`config.mk`:
```
export PLATFORM = sky130hd
export DESIGN_NAME = lfu_cache_lookup_replace_unit_flat
export DESIGN_NICKNAME = d
export VERILOG_FILES = /design/src/sv/lfu_pkg.sv /design/src/sv/lfu_req_if.sv /design/src/sv/lfu_rsp_if.sv /design/src/sv/lfu_cache_lookup_replace_unit.sv /design/src/sv/lfu_ram.sv /design/src/flat_wrapper.sv
export SDC_FILE = /design/constraint.sdc
export NUM_CORES = 2
export LEC_CHECK = 0
export CORE_ASPECT_RATIO = 2
export CORE_UTILIZATION = 35
export CTS_CLUSTER_SIZE = 30
export DETAILED_ROUTE_END_ITERATION = 12
export DONT_BUFFER_PORTS = 1
export PLACE_DENSITY_LB_ADDON = 0.25
export SLEW_MARGIN = 20
export SYNTH_ARGS = -nofsm -noshare
export SYNTH_HDL_FRONTEND = slang
export SYNTH_SLANG_ARGS = --single-unit
export TNS_END_PERCENT = 100
```
`constraint.sdc`:
```
create_clock -name clock -period 24.2 [get_ports clock]
set_input_delay 1.21 -clock clock [delete_from_list [all_inputs] [get_ports clock]]
set_output_delay 1.21 -clock clock [all_outputs]
set_load 0.01 [all_outputs]
```
`src/sv/lfu_pkg.sv`:
```
// shared types, constants and field widths for the lfu cache
`default_nettype none
package lfu_pkg;

   // field widths
   localparam int unsigned CFG_W   = 5;
   localparam int unsigned KEY_W   = 32;
   localparam int unsigned VAL_W   = 32;
   localparam int unsigned CNT_W   = 32;
   localparam int unsigned STAMP_W = 48;

   // default entry count and reset value of the entry limit
   localparam int unsigned ENTRIES_DEF = 16;
   localparam logic [CFG_W-1:0] LIMIT_RESET = 5'd16;

   // operation codes
   typedef enum logic {
      CMD_GET = 1'b0,
      CMD_PUT = 1'b1
   } cmd_type;

   // sequencer states
   typedef enum logic [1:0] {
      ST_IDLE,
      ST_SCAN,
      ST_FINISH
   } state_type;

   // one stored entry
   typedef struct packed {
      logic [KEY_W-1:0]   key;
      logic [VAL_W-1:0]   value;
      logic [CNT_W-1:0]   count;
      logic [STAMP_W-1:0] stamp;
   } entry_type;

   localparam int unsigned ENTRY_W = $bits(entry_type);

endpackage
`default_nettype wire

```
`src/sv/lfu_req_if.sv`:
```
// request channel: command, key and put value
`default_nettype none
interface lfu_req_if;
   import lfu_pkg::*;

   logic               valid;
   logic               ready;
   logic               cmd;
   logic [KEY_W-1:0]   lookup_key;
   logic [VAL_W-1:0]   put_value;

   modport source (output valid, output cmd, output lookup_key, output put_value,
                   input ready);
   modport sink (input valid, input cmd, input lookup_key, input put_value,
                 output ready);
   modport monitor (input valid, input ready, input cmd, input lookup_key,
                    input put_value);
endinterface
`default_nettype wire

```
`src/sv/lfu_rsp_if.sv`:
```
// response channel: hit flag, read value and eviction report
`default_nettype none
interface lfu_rsp_if;
   import lfu_pkg::*;

   logic               valid;
   logic               ready;
   logic               hit;
   logic [VAL_W-1:0]   read_value;
   logic               evicted;
   logic [KEY_W-1:0]   evicted_key;

   modport source (output valid, output hit, output read_value, output evicted,
                   output evicted_key, input ready);
   modport sink (input valid, input hit, input read_value, input evicted,
                 input evicted_key, output ready);
   modport monitor (input valid, input ready, input hit, input read_value,
                    input evicted, input evicted_key);
endinterface
`default_nettype wire

```
`src/sv/lfu_cache_lookup_replace_unit.sv`:
```
// lfu cache top level: entry scan sequencer, valid bits and response register
//
// Fully associative key/value cache with least-frequently-used replacement.
// req_chan carries one word per operation: cmd (get or put), lookup_key and
// put_value. rsp_chan returns one word per request: hit, read_value, evicted
// and evicted_key. csr_wr_en / csr_wr_data set the entry limit (reset 16,
// values above ENTRIES act as ENTRIES, zero disables the cache); write it
// only while no request is in flight.
// A request walks the entry memory one slot per cycle through a single read
// port, matching keys and ranking eviction candidates by count then stamp,
// then commits the update in the finish state. A new request is taken only
// once the previous one has scanned the memory and committed.
// The response sits in an output register, so the next request is accepted
// while it waits; if rsp_chan stalls, the next commit waits in its final
// cycle until the register is free.
// Reset clears valid bits and the global stamp and returns the limit to 16;
// the entry memory itself needs no clearing, since only valid slots are used.
`default_nettype none
module lfu_cache_lookup_replace_unit
   import lfu_pkg::*;
#(
   parameter int unsigned ENTRIES = ENTRIES_DEF
) (
   input  wire logic             clock,
   input  wire logic             reset,
   lfu_req_if.sink               req_chan,
   lfu_rsp_if.source             rsp_chan,
   input  wire logic             csr_wr_en,
   input  wire logic [CFG_W-1:0] csr_wr_data
);

   localparam int unsigned IW = (ENTRIES > 1) ? $clog2(ENTRIES) : 1;
   localparam int unsigned CW = $clog2(ENTRIES + 1);
   localparam int unsigned OW = (CW > CFG_W) ? CW : CFG_W;

   state_type state_ff, state_in;

   logic [CFG_W-1:0]   limit_ff;
   logic [STAMP_W-1:0] gstamp_ff, gstamp_in;
   logic [ENTRIES-1:0] valid_ff, valid_in;

   logic               cmd_ff, cmd_in;
   logic [KEY_W-1:0]   key_ff, key_in;
   logic [VAL_W-1:0]   val_ff, val_in;

   logic [CW-1:0]      issue_ff, issue_in;
   logic               pend_ff, pend_in;
   logic [IW-1:0]      pend_idx_ff, pend_idx_in;
   logic [CW-1:0]      used_ff, used_in;

   logic               found_ff, found_in;
   logic [IW-1:0]      found_idx_ff, found_idx_in;
   entry_type          found_ent_ff, found_ent_in;
   logic               vic_ff, vic_in;
   logic [IW-1:0]      vic_idx_ff, vic_idx_in;
   entry_type          vic_ent_ff, vic_ent_in;
   logic               free_ff, free_in;
   logic [IW-1:0]      free_idx_ff, free_idx_in;

   logic               rsp_valid_ff, rsp_valid_in;
   logic               rsp_hit_ff, rsp_hit_in;
   logic [VAL_W-1:0]   rsp_value_ff, rsp_value_in;
   logic               rsp_evict_ff, rsp_evict_in;
   logic [KEY_W-1:0]   rsp_evkey_ff, rsp_evkey_in;

   // sequencer outputs
   logic               req_ready;
   logic               scan_issue;
   logic               fin_fire;
   logic               out_free;

   // ram ports
   logic               wr_en;
   logic [IW-1:0]      wr_addr;
   entry_type          wr_ent;
   logic [ENTRY_W-1:0] rd_data;
   entry_type          rd_ent;

   // effective limit and occupancy
   logic [OW-1:0]      limit_ext;
   logic [OW-1:0]      eff_limit;
   logic               take_vic;

   assign rd_ent = entry_type'(rd_data);
   assign out_free = !rsp_valid_ff || rsp_chan.ready;

   assign limit_ext = OW'(limit_ff);
   assign eff_limit = (limit_ext > OW'(ENTRIES)) ? OW'(ENTRIES) : limit_ext;

   // rank compare: smaller count wins, then older stamp
   assign take_vic = !vic_ff
                     || (rd_ent.count < vic_ent_ff.count)
                     || ((rd_ent.count == vic_ent_ff.count)
                         && (rd_ent.stamp < vic_ent_ff.stamp));

   // entry memory
   lfu_ram #(
      .WIDTH (ENTRY_W),
      .DEPTH (ENTRIES)
   ) u_lfu_ram (
      .clock   (clock),
      .wr_en   (wr_en),
      .wr_addr (wr_addr),
      .wr_data (wr_ent),
      .rd_addr (issue_ff[IW-1:0]),
      .rd_data (rd_data)
   );

   // next state
   always_comb begin
      state_in = state_ff;
      unique case (state_ff)
         ST_IDLE: begin
            if (req_chan.valid) begin
               state_in = ST_SCAN;
            end
         end
         ST_SCAN: begin
            if ((issue_ff == CW'(ENTRIES)) && !pend_ff) begin
               state_in = ST_FINISH;
            end
         end
         ST_FINISH: begin
            if (out_free) begin
               state_in = ST_IDLE;
            end
         end
         default: state_in = ST_IDLE;
      endcase
   end

   // sequencer outputs
   always_comb begin
      req_ready  = 1'b0;
      scan_issue = 1'b0;
      fin_fire   = 1'b0;
      unique case (state_ff)
         ST_IDLE:   req_ready  = 1'b1;
         ST_SCAN:   scan_issue = (issue_ff < CW'(ENTRIES));
         ST_FINISH: fin_fire   = out_free;
         default: begin
            req_ready = 1'b0;
         end
      endcase
   end

   assign req_chan.ready = req_ready;

   // scan datapath and commit
   always_comb begin
      cmd_in       = cmd_ff;
      key_in       = key_ff;
      val_in       = val_ff;
      issue_in     = issue_ff;
      pend_in      = 1'b0;
      pend_idx_in  = pend_idx_ff;
      used_in      = used_ff;
      found_in     = found_ff;
      found_idx_in = found_idx_ff;
      found_ent_in = found_ent_ff;
      vic_in       = vic_ff;
      vic_idx_in   = vic_idx_ff;
      vic_ent_in   = vic_ent_ff;
      free_in      = free_ff;
      free_idx_in  = free_idx_ff;
      valid_in     = valid_ff;
      gstamp_in    = gstamp_ff;
      wr_en        = 1'b0;
      wr_addr      = found_idx_ff;
      wr_ent       = found_ent_ff;
      rsp_valid_in = rsp_valid_ff && !rsp_chan.ready;
      rsp_hit_in   = rsp_hit_ff;
      rsp_value_in = rsp_value_ff;
      rsp_evict_in = rsp_evict_ff;
      rsp_evkey_in = rsp_evkey_ff;

      // take a request and clear the scan trackers
      if (req_ready && req_chan.valid) begin
         cmd_in   = req_chan.cmd;
         key_in   = req_chan.lookup_key;
         val_in   = req_chan.put_value;
         issue_in = '0;
         used_in  = '0;
         found_in = 1'b0;
         vic_in   = 1'b0;
         free_in  = 1'b0;
      end

      // issue one read per cycle
      if (scan_issue) begin
         issue_in    = issue_ff + CW'(1);
         pend_in     = 1'b1;
         pend_idx_in = issue_ff[IW-1:0];
      end

      // examine the slot whose data just returned
      if (pend_ff) begin
         if (valid_ff[pend_idx_ff]) begin
            used_in = used_ff + CW'(1);
            if (!found_ff && (rd_ent.key == key_ff)) begin
               found_in     = 1'b1;
               found_idx_in = pend_idx_ff;
               found_ent_in = rd_ent;
            end
            if (take_vic) begin
               vic_in     = 1'b1;
               vic_idx_in = pend_idx_ff;
               vic_ent_in = rd_ent;
            end
         end else if (!free_ff) begin
            free_in     = 1'b1;
            free_idx_in = pend_idx_ff;
         end
      end

      // commit the update and load the response register
      if (fin_fire) begin
         rsp_valid_in = 1'b1;
         rsp_hit_in   = 1'b0;
         rsp_value_in = '0;
         rsp_evict_in = 1'b0;
         rsp_evkey_in = '0;
         if (eff_limit != '0) begin
            if (found_ff) begin
               // hit: bump count, restamp, overwrite value on put
               rsp_hit_in = 1'b1;
               gstamp_in  = gstamp_ff + STAMP_W'(1);
               wr_en      = 1'b1;
               wr_addr    = found_idx_ff;
               wr_ent     = found_ent_ff;
               if (found_ent_ff.count != '1) begin
                  wr_ent.count = found_ent_ff.count + CNT_W'(1);
               end
               wr_ent.stamp = gstamp_in;
               if (cmd_ff == CMD_PUT) begin
                  wr_ent.value = val_ff;
               end else begin
                  rsp_value_in = found_ent_ff.value;
               end
            end else if (cmd_ff == CMD_PUT) begin
               // miss on put: evict when full, else fill the lowest free slot
               if ((OW'(used_ff) >= eff_limit) && vic_ff) begin
                  wr_en        = 1'b1;
                  wr_addr      = vic_idx_ff;
                  rsp_evict_in = 1'b1;
                  rsp_evkey_in = vic_ent_ff.key;
               end else if (free_ff) begin
                  wr_en   = 1'b1;
                  wr_addr = free_idx_ff;
               end
               if (wr_en) begin
                  gstamp_in         = gstamp_ff + STAMP_W'(1);
                  valid_in[wr_addr] = 1'b1;
                  wr_ent.key        = key_ff;
                  wr_ent.value      = val_ff;
                  wr_ent.count      = CNT_W'(1);
                  wr_ent.stamp      = gstamp_in;
               end
            end
         end
      end
   end

   // control registers
   always_ff @(posedge clock) begin
      if (reset) begin
         state_ff     <= ST_IDLE;
         limit_ff     <= LIMIT_RESET;
         gstamp_ff    <= '0;
         valid_ff     <= '0;
         issue_ff     <= '0;
         pend_ff      <= 1'b0;
         rsp_valid_ff <= 1'b0;
      end else begin
         state_ff     <= state_in;
         gstamp_ff    <= gstamp_in;
         valid_ff     <= valid_in;
         issue_ff     <= issue_in;
         pend_ff      <= pend_in;
         rsp_valid_ff <= rsp_valid_in;
         if (csr_wr_en) begin
            limit_ff <= csr_wr_data;
         end
      end
   end

   // payload registers
   always_ff @(posedge clock) begin
      cmd_ff       <= cmd_in;
      key_ff       <= key_in;
      val_ff       <= val_in;
      pend_idx_ff  <= pend_idx_in;
      used_ff      <= used_in;
      found_ff     <= found_in;
      found_idx_ff <= found_idx_in;
      found_ent_ff <= found_ent_in;
      vic_ff       <= vic_in;
      vic_idx_ff   <= vic_idx_in;
      vic_ent_ff   <= vic_ent_in;
      free_ff      <= free_in;
      free_idx_ff  <= free_idx_in;
      rsp_hit_ff   <= rsp_hit_in;
      rsp_value_ff <= rsp_value_in;
      rsp_evict_ff <= rsp_evict_in;
      rsp_evkey_ff <= rsp_evkey_in;
   end

   // response channel
   assign rsp_chan.valid       = rsp_valid_ff;
   assign rsp_chan.hit         = rsp_hit_ff;
   assign rsp_chan.read_value  = rsp_value_ff;
   assign rsp_chan.evicted     = rsp_evict_ff;
   assign rsp_chan.evicted_key = rsp_evkey_ff;

endmodule
`default_nettype wire

```
`src/sv/lfu_ram.sv`:
```
// generic single write port ram with registered read
`default_nettype none
module lfu_ram
   import lfu_pkg::*;
#(
   parameter int unsigned WIDTH = ENTRY_W,
   parameter int unsigned DEPTH = ENTRIES_DEF
) (
   input  wire logic                  clock,
   input  wire logic                  wr_en,
   input  wire logic [((DEPTH > 1) ? $clog2(DEPTH) : 1)-1:0] wr_addr,
   input  wire logic [WIDTH-1:0]      wr_data,
   input  wire logic [((DEPTH > 1) ? $clog2(DEPTH) : 1)-1:0] rd_addr,
   output logic      [WIDTH-1:0]      rd_data
);

   logic [WIDTH-1:0] mem_ff [DEPTH];

   // write port
   always_ff @(posedge clock) begin
      if (wr_en) begin
         mem_ff[wr_addr] <= wr_data;
      end
   end

   // registered read port
   always_ff @(posedge clock) begin
      rd_data <= mem_ff[rd_addr];
   end

endmodule
`default_nettype wire

```
`src/flat_wrapper.sv`:
```
// flat-port wrapper written by rule: the top's interface ports become plain ports
module lfu_cache_lookup_replace_unit_flat import lfu_pkg::*;
#(
   parameter int unsigned ENTRIES = ENTRIES_DEF
)
  (clock, reset, csr_wr_en, csr_wr_data, req_chan_valid, req_chan_cmd, req_chan_lookup_key, req_chan_put_value, req_chan_ready, rsp_chan_valid, rsp_chan_hit, rsp_chan_read_value, rsp_chan_evicted, rsp_chan_evicted_key, rsp_chan_ready);
  lfu_req_if req_chan_i ();
  lfu_rsp_if rsp_chan_i ();
  input  wire logic clock;
  input  wire logic reset;
  input  wire logic csr_wr_en;
  input  wire logic [CFG_W-1:0] csr_wr_data;
  input wire logic [$bits(req_chan_i.valid)-1:0] req_chan_valid;
  input wire logic [$bits(req_chan_i.cmd)-1:0] req_chan_cmd;
  input wire logic [$bits(req_chan_i.lookup_key)-1:0] req_chan_lookup_key;
  input wire logic [$bits(req_chan_i.put_value)-1:0] req_chan_put_value;
  output wire logic [$bits(req_chan_i.ready)-1:0] req_chan_ready;
  output wire logic [$bits(rsp_chan_i.valid)-1:0] rsp_chan_valid;
  output wire logic [$bits(rsp_chan_i.hit)-1:0] rsp_chan_hit;
  output wire logic [$bits(rsp_chan_i.read_value)-1:0] rsp_chan_read_value;
  output wire logic [$bits(rsp_chan_i.evicted)-1:0] rsp_chan_evicted;
  output wire logic [$bits(rsp_chan_i.evicted_key)-1:0] rsp_chan_evicted_key;
  input wire logic [$bits(rsp_chan_i.ready)-1:0] rsp_chan_ready;
  assign req_chan_i.valid = req_chan_valid;
  assign req_chan_i.cmd = req_chan_cmd;
  assign req_chan_i.lookup_key = req_chan_lookup_key;
  assign req_chan_i.put_value = req_chan_put_value;
  assign req_chan_ready = req_chan_i.ready;
  assign rsp_chan_valid = rsp_chan_i.valid;
  assign rsp_chan_hit = rsp_chan_i.hit;
  assign rsp_chan_read_value = rsp_chan_i.read_value;
  assign rsp_chan_evicted = rsp_chan_i.evicted;
  assign rsp_chan_evicted_key = rsp_chan_i.evicted_key;
  assign rsp_chan_i.ready = rsp_chan_ready;
  lfu_cache_lookup_replace_unit #(.ENTRIES(ENTRIES)) u_core (.clock(clock), .reset(reset), .req_chan(req_chan_i), .rsp_chan(rsp_chan_i), .csr_wr_en(csr_wr_en), .csr_wr_data(csr_wr_data));
endmodule
```
Word level (Yosys, flattened, before mapping)
Memory sizes are Yosys's and may differ from the RTL's. A register that Yosys moved wholly into a read port is not among the register bits.
Cells that the tools add are included.

storage, ports and cells
  word-level logic and storage cells = 152
  register bits = 489
  memories kept = 1
  input bits = 75
  output and inout bits = 68
  RAM bits = 2304

memories
  memory                   words  bits a word  read ports  clocked after memory_dff  wr ports  line           source
  u_core.u_lfu_ram.mem_ff  16     144          1           1                         1         lfu_ram.sv:17  logic [WIDTH-1:0] mem_ff [DEPTH];

cells by class
  add/sub/neg operators = 4
  mux-type cells = 65
  magnitude comparators = 8
  equality and inequality tests = 9
  bitwise operators = 7
  reduce and logical (&&, ||, !) cells = 29

operators with widths
  kind                                                                           number
  144-bit 2-to-1 mux                                                             5
  48-bit 2-to-1 mux                                                              3
  32-bit equality test                                                           2
  32-bit 2-to-1 mux                                                              2
  48-bit by 1-bit adder with 48-bit output (second input constant)               1
  48-bit less-than comparator                                                    1
  4-bit 2-to-1 mux                                                               10
  1-bit 2-to-1 mux                                                               33
  32-bit by 1-bit adder with 32-bit output (second input constant)               1
  32-bit less-than comparator                                                    1
  32-bit inequality test (second input constant)                                 1
  5-bit 2-to-1 mux                                                               6
  16-bit OR                                                                      1
  3-bit AND reduction                                                            4
  5-bit by 1-bit adder with 5-bit output (second input constant)                 2
  4-bit by 5-bit less-than comparator with 1-bit output (second input constant)  2
  1-bit logical AND                                                              7
  2-bit 2-to-1 mux                                                               3
  1-bit NOT                                                                      6
  2-bit one-hot mux with 3 select lines                                          1
  2-bit nonzero test                                                             3
  3-bit OR reduction                                                             2
  5-bit equality test (second input constant)                                    1
  5-bit greater-or-equal comparator                                              1
  16 further kinds                                                               23

Logic depth before layout (Yosys ltp)
  depth in word-level cells = 15
  gate-level depth with buffers = 12
  gate-level depth less buffers = 9

Cells and area by module
From an unflattened synthesis, not the netlist that was laid out.

unflattened totals
  cell total of the unflattened synthesis = 5549
  area total of the unflattened synthesis = 111363.1 µm²

modules (own cells, without submodules)
  module                         area an instance (µm²)  cells an instance  seq. area each (µm²)  times used
  lfu_ram                        89444.5                 3773               72069.1               1
  lfu_cache_lookup_replace_unit  21918.5                 1776               13823.3               1

Worst setup path after synthesis
OpenSTA, ideal clock, no wires.

  kind = input to register
  start point = input rsp_chan_ready
  end point = memory u_core.u_lfu_ram.mem_ff[12][0] (netlist name) (enable)
  setup time = 1001 ps
  stages on the path = 7
  data required time = 23199 ps
  arrival time = 15887 ps
  buffers on the path = 1
  setup slack = 7312 ps
  cell sequence = nand2b_1 -> o211ai_1 -> buf_2 -> nor2_1 -> o211ai_1 -> nand4_1 -> nor4_1

on the way
  longest elaborated chain between the ends = 5
  elaborated cells on any way between the ends = 6
  classes of those cells = mux (5); reduce/logical (1)

ends and longest elaborated chain
  element                                 line                                  source
  from (decl)                             flat_wrapper.sv:23                    input wire logic [$bits(rsp_chan_i.ready)-1:0] rsp_chan_ready;
  1-bit logical OR (*)                    lfu_cache_lookup_replace_unit.sv:85   assign out_free = !rsp_valid_ff || rsp_chan.ready;
  1-bit 2-to-1 mux (*)                    lfu_cache_lookup_replace_unit.sv:137  unique case (state_ff)
  1-bit 2-to-1 mux                        lfu_cache_lookup_replace_unit.sv:217  if (fin_fire) begin
  1-bit 2-to-1 mux                        lfu_ram.sv:21                         if (wr_en) begin
  1-bit 2-to-1 mux (implied by the code)  lfu_ram.sv:22                         mem_ff[wr_addr] <= wr_data;
  to (decl)                               lfu_ram.sv:17

Mark *: on every way between the ends. The rest lies on a longest branch, timed or not.

Final worst setup path
  start point = register u_core.limit_ff[4], in the netlist u_core.limit_ext[4]
  end point = memory u_core.u_lfu_ram.mem_ff[14][5] (netlist name) (enable)

on the way
  longest elaborated chain between the ends = 15
  elaborated cells on any way between the ends = 25
  classes of those cells = order compare (2); mux (21); reduce/logical (2)

ends and longest elaborated chain
  element                                 line                                  source
  from (decl)                             lfu_cache_lookup_replace_unit.sv:38   logic [CFG_W-1:0] limit_ff;
  from (signal assigned)                  lfu_cache_lookup_replace_unit.sv:282  limit_ff <= csr_wr_data;
  5-bit greater-than comparator           lfu_cache_lookup_replace_unit.sv:88   assign eff_limit = (limit_ext > OW'(ENTRIES)) ? OW'(ENTRIES) : limit_ext;
  5-bit 2-to-1 mux (*)                    lfu_cache_lookup_replace_unit.sv:88
  5-bit greater-or-equal comparator       lfu_cache_lookup_replace_unit.sv:242  if ((OW'(used_ff) >= eff_limit) && vic_ff) begin
  1-bit logical AND                       lfu_cache_lookup_replace_unit.sv:242
  1-bit 2-to-1 mux                        lfu_cache_lookup_replace_unit.sv:242
  1-bit 2-to-1 mux                        lfu_cache_lookup_replace_unit.sv:240  end else if (cmd_ff == CMD_PUT) begin
  1-bit 2-to-1 mux                        lfu_cache_lookup_replace_unit.sv:224  if (found_ff) begin
  1-bit 2-to-1 mux                        lfu_cache_lookup_replace_unit.sv:223  if (eff_limit != '0) begin
  1-bit 2-to-1 mux                        lfu_cache_lookup_replace_unit.sv:217
  1-bit 2-to-1 mux                        lfu_cache_lookup_replace_unit.sv:240
  1-bit 2-to-1 mux                        lfu_cache_lookup_replace_unit.sv:224
  1-bit 2-to-1 mux                        lfu_cache_lookup_replace_unit.sv:223
  1-bit 2-to-1 mux                        lfu_cache_lookup_replace_unit.sv:217
  1-bit 2-to-1 mux                        lfu_ram.sv:21
  1-bit 2-to-1 mux (implied by the code)  lfu_ram.sv:22

Mark *: on every way between the ends. The rest lies on a longest branch, timed or not. The select of a mux whose other input is x is not followed.

==> impl_metrics.env <==
export IMPL_cts_repair_resized=0
export IMPL_clock_skew_final_ps=64.4
export IMPL_setup_reg_to_reg_worst_slack_ps=18300
export IMPL_max_stage_delay_ps=740
export IMPL_wl_per_cell_um=28.7
export IMPL_cpMostUsedCell="buf_4"
export IMPL_post_synth_num_cell_types=76
export IMPL_yosys_register_bits=2937
export IMPL_rr_worst_depth=12
export IMPL_routed_wirelength_mm=278
export IMPL_viasPerCell=5.36
export IMPL_final_fill_count=27900
export IMPL_synth_compound_area_share_pct=2.05
export IMPL_synth_fa_ha_area_share_pct=0.999
export IMPL_grt_max_degree=132
export IMPL_die_height_um=800
export IMPL_worst_hold_path_num_cells=0
export IMPL_die_span_x_um=401
export IMPL_p_switching_uw=2030
export IMPL_unrepaired_setup_endpoints_after_global_routing="no"
export IMPL_vdd_ir_drop_worst_mv=0.0752
export IMPL_hold_class="reg -> reg"
export IMPL_yosys_area_share_xor_xnor_pct=0.621
export IMPL_final_setup_vio_count=0
export IMPL_most_common_library_cell_in_the_layout_ignoring_fill_and_taps="edfxtp_1"
export IMPL_timing_critical_path_cells="inv_1, nand2_1, ha_1, a31oi_1, o211ai_1, and3_2, buf_4, o22ai_1, nor4_2, buf_4, buf_4, buf_4"
export IMPL_post_route_drc_count=0
export IMPL_synth_avg_cell_area_sq_um=21.4
export IMPL_tritoncts="built"
export IMPL_clock_power_share_pct=42.3
export IMPL_placed_cell_area_sq_um=117000
export IMPL_timing_max_slew_rel_slack_pct=21.9
export IMPL_drv_slew=0
export IMPL_layout_area_overhead_vs_synth_pct=12.9
export IMPL_final_area_sq_um=126000
export IMPL_actual_transition_at_the_worst_max_transition_pin_ps=1170
export IMPL_cell_internal_pwr_uw=7970
export IMPL_finalCoreUtilization_pct=39.8
export IMPL_synth_edff_count=2707
export IMPL_multi_input_logic_area_sq_um=24500
export IMPL_clk_insertion_delay_late_ps=880
export IMPL_route_layer_met1_wl_mm=106
export IMPL_met2_length_mm=152
export IMPL_most_common_layout_cells="edfxtp_1, mux4_2, clkbuf_16, dfxtp_1, nand2_1"
export IMPL_whs_ps=404
export IMPL_power_share_switching_pct=20.3
export IMPL_cellLeakagePower_uw=0.0384
export IMPL_clkSinkCount=2937
export IMPL_num_io_pins=143
export IMPL_clock_root_buffer="clkbuf_16"
export IMPL_met3RoutedLength_mm=11.0
export IMPL_core_area_sq_um=316000
export IMPL_layout_worst_path_cycle_share_pct=24.4
export IMPL_design_power_total_uw=10000
export IMPL_setup_worst_path_end_class="flip-flop"
export IMPL_post_dp_hpwl_mm=152
export IMPL_wire_length_of_the_first_global_routing_pass_mm=400
export IMPL_bufs_on_longest_clock_path=4
export IMPL_clock_transition_at_path_regs_ps=70
export IMPL_fin_setup_tns_ps=0
export IMPL_postCtsSetupRepairBufs=0
export IMPL_grt_remaining_overflow=0
export IMPL_drt_iter0_markers=4049
export IMPL_gp_congestion=0.770
export IMPL_combinational_family_with_the_most_area_after_synthesis="multiplexers"
export IMPL_finalWorstPathRequiredPeriod_ps=5900
export IMPL_status="complete, no violations"
export IMPL_io_buffer_count=0
export IMPL_async_reset_ff_share_pct=0
export IMPL_power_density_cell_area_nw_per_um2=79.5
export IMPL_vias=52000
export IMPL_grt_util_all_layers_pct=17.2
export IMPL_mappedNetlistNets=5378
export IMPL_antenna_violating_nets_post_route=0
export IMPL_cts_buffers=266
export IMPL_ys_flop_type="edfxtp_1"
export IMPL_ratio_of_cells_with_drive_above_1_in_the_final_layout_pct=24.4
export IMPL_ys_warn_count=0
export IMPL_rows=292
export IMPL_hold_fix_buffers_cts=0
export IMPL_fmax_mhz=170
export IMPL_cap_viol_max_count=0
export IMPL_p_seq_share_pct=55.2
export IMPL_route_top_layer_used="met5"
export IMPL_share_of_synthesized_area_spent_on_multiplexers_pct=15.2
export IMPL_syn_inst=5214
export IMPL_syn_cell_area_sq_um=111000
export IMPL_initial_utilization_pct=35.2
export IMPL_synth_simple_area_share_pct=2.85
export IMPL_critPathLaunchType="flip-flop"
export IMPL_critical_path_slowest_cell="buf_4"
export IMPL_number_of_h_tree_levels=5
export IMPL_criticalPathCategory="reg -> reg"
export IMPL_worstPathRequired_ps=24660
export IMPL_timing_critical_path_fanout_max=41
export IMPL_combinationalPowerShare_pct=2.5
export IMPL_synth_seq_area_share_pct=77.1
export IMPL_die_area_sq_um=321000
export IMPL_number_of_antenna_violations_at_the_first_check_in_global_routing=15
export IMPL_final_hold_violation_count=0
export IMPL_worstPathArrival_ps=6350
export IMPL_ff_latch_area_sq_um=85900
export IMPL_final_nets=5540
export IMPL_first_global_vias=55600
export IMPL_drt_pass1_iter_count=5
[cells by family (layout without fill, tap and decap cells)]
logic type	Yosys count	count (layout)
AOI/OAI and AO/OA	350	350
xor gates and xnor gates	79	79
buffers and inverters	360	729
adders and majority gates	89	89
and+or+nand+nor	609	609
DFF	2937	2937
other	0	3
muxes	790	790
[power groups by stage]
stage / combinational [uW] / clock (uW) / sequential [uW]
floorplan: 203 / 0 / 5610
global placement: 258 / 0 / 5630
detailed placement: 260 / 0 / 5630
CTS: 261 / 4340 / 5520
global route: 274 / 4490 / 5520
finish: 254 / 4230 / 5520
[synthesized netlist by cell type (47+ instances only)]
library cell  instances  area (sq um)
a21oi_1              72           360
and2_1               77           482
buf_1                47           176
clkbuf_1            180           676
dfxtp_1             230          4600
edfxtp_1           2707         81300
ha_1                 89          1110
inv_1               110           413
mux2_2               47           529
mux4_2              714         16100
nand2_1             199           747
nand3_1              63           315
nand4_1              56           350
nor2_1               54           203
o21ai_0              95           475
[critical path, delay by kind of cell, from the launching register on]
kind / cells / cell delay (ps)
adders and majority gates: 1 / 320
and+or+nand+nor: 3 / 750
AOI/OAI and AO/OA: 3 / 1200
buffers and inverters: 5 / 2740
DFF: 1 / 340
[metal layers]
| metal | up-vias | track usage [%] |
|---|---|---|
| met1 | 28300 | 20.0 |
| met3 | 420 | 2.12 |
| met2 | 1338 | 32.3 |
| met4 | 8 | 5.99 |
| met5 | - | 0 |
| li1 | 21900 | - |
[state kept, by name (all words and copies together), names as in the netlist, 2 cells and up]
name and count:
u_core.found_ent_ff 144, u_core.found_idx_ff 4, u_core.free_idx_ff 4, u_core.gstamp_ff 48, u_core.issue_ff 5, u_core.key_ff 32, u_core.limit_ext 5, u_core.pend_idx_ff 4
u_core.rsp_chan.evicted_key 32, u_core.rsp_chan.read_value 32, u_core.state_ff 2, u_core.u_lfu_ram.mem_ff 2304, u_core.u_lfu_ram.rd_data 144, u_core.used_ff 5, u_core.val_ff 32, u_core.valid_ff 16
u_core.vic_ent_ff 112, u_core.vic_idx_ff 4
[worst paths after layout]
| kind | start | endpoint |
|---|---|---|
| max | u_core.limit_ext[4] | u_core.u_lfu_ram.mem_ff[14][5] |
| min | u_core.u_lfu_ram.rd_data[107] | u_core.found_ent_ff[107] |
| max reg2reg | u_core.limit_ext[4] | u_core.u_lfu_ram.mem_ff[14][5] |
| min reg2reg | u_core.u_lfu_ram.rd_data[107] | u_core.found_ent_ff[107] |
[stage by stage]
stage               cells  worst slack [ps]
floorplan            5214              7310
global placement     9224             17720
detailed placement   9224             17680
CTS                  9699             18140
global route         9700             17920
finish               9702             18300
[area by class of cell]
cell class	count	area share, %
Antenna cell	3	0.00597
Clock buffer	338	5.80
Clock inverter	137	1.01
Inverter	112	0.336
Multi-Input combinational cell	1917	19.4
Sequential cell	2937	68.3
Tap cell	4116	4.09
Timing Repair Buffer	142	1.05
(Power assumes the default switching activity.)
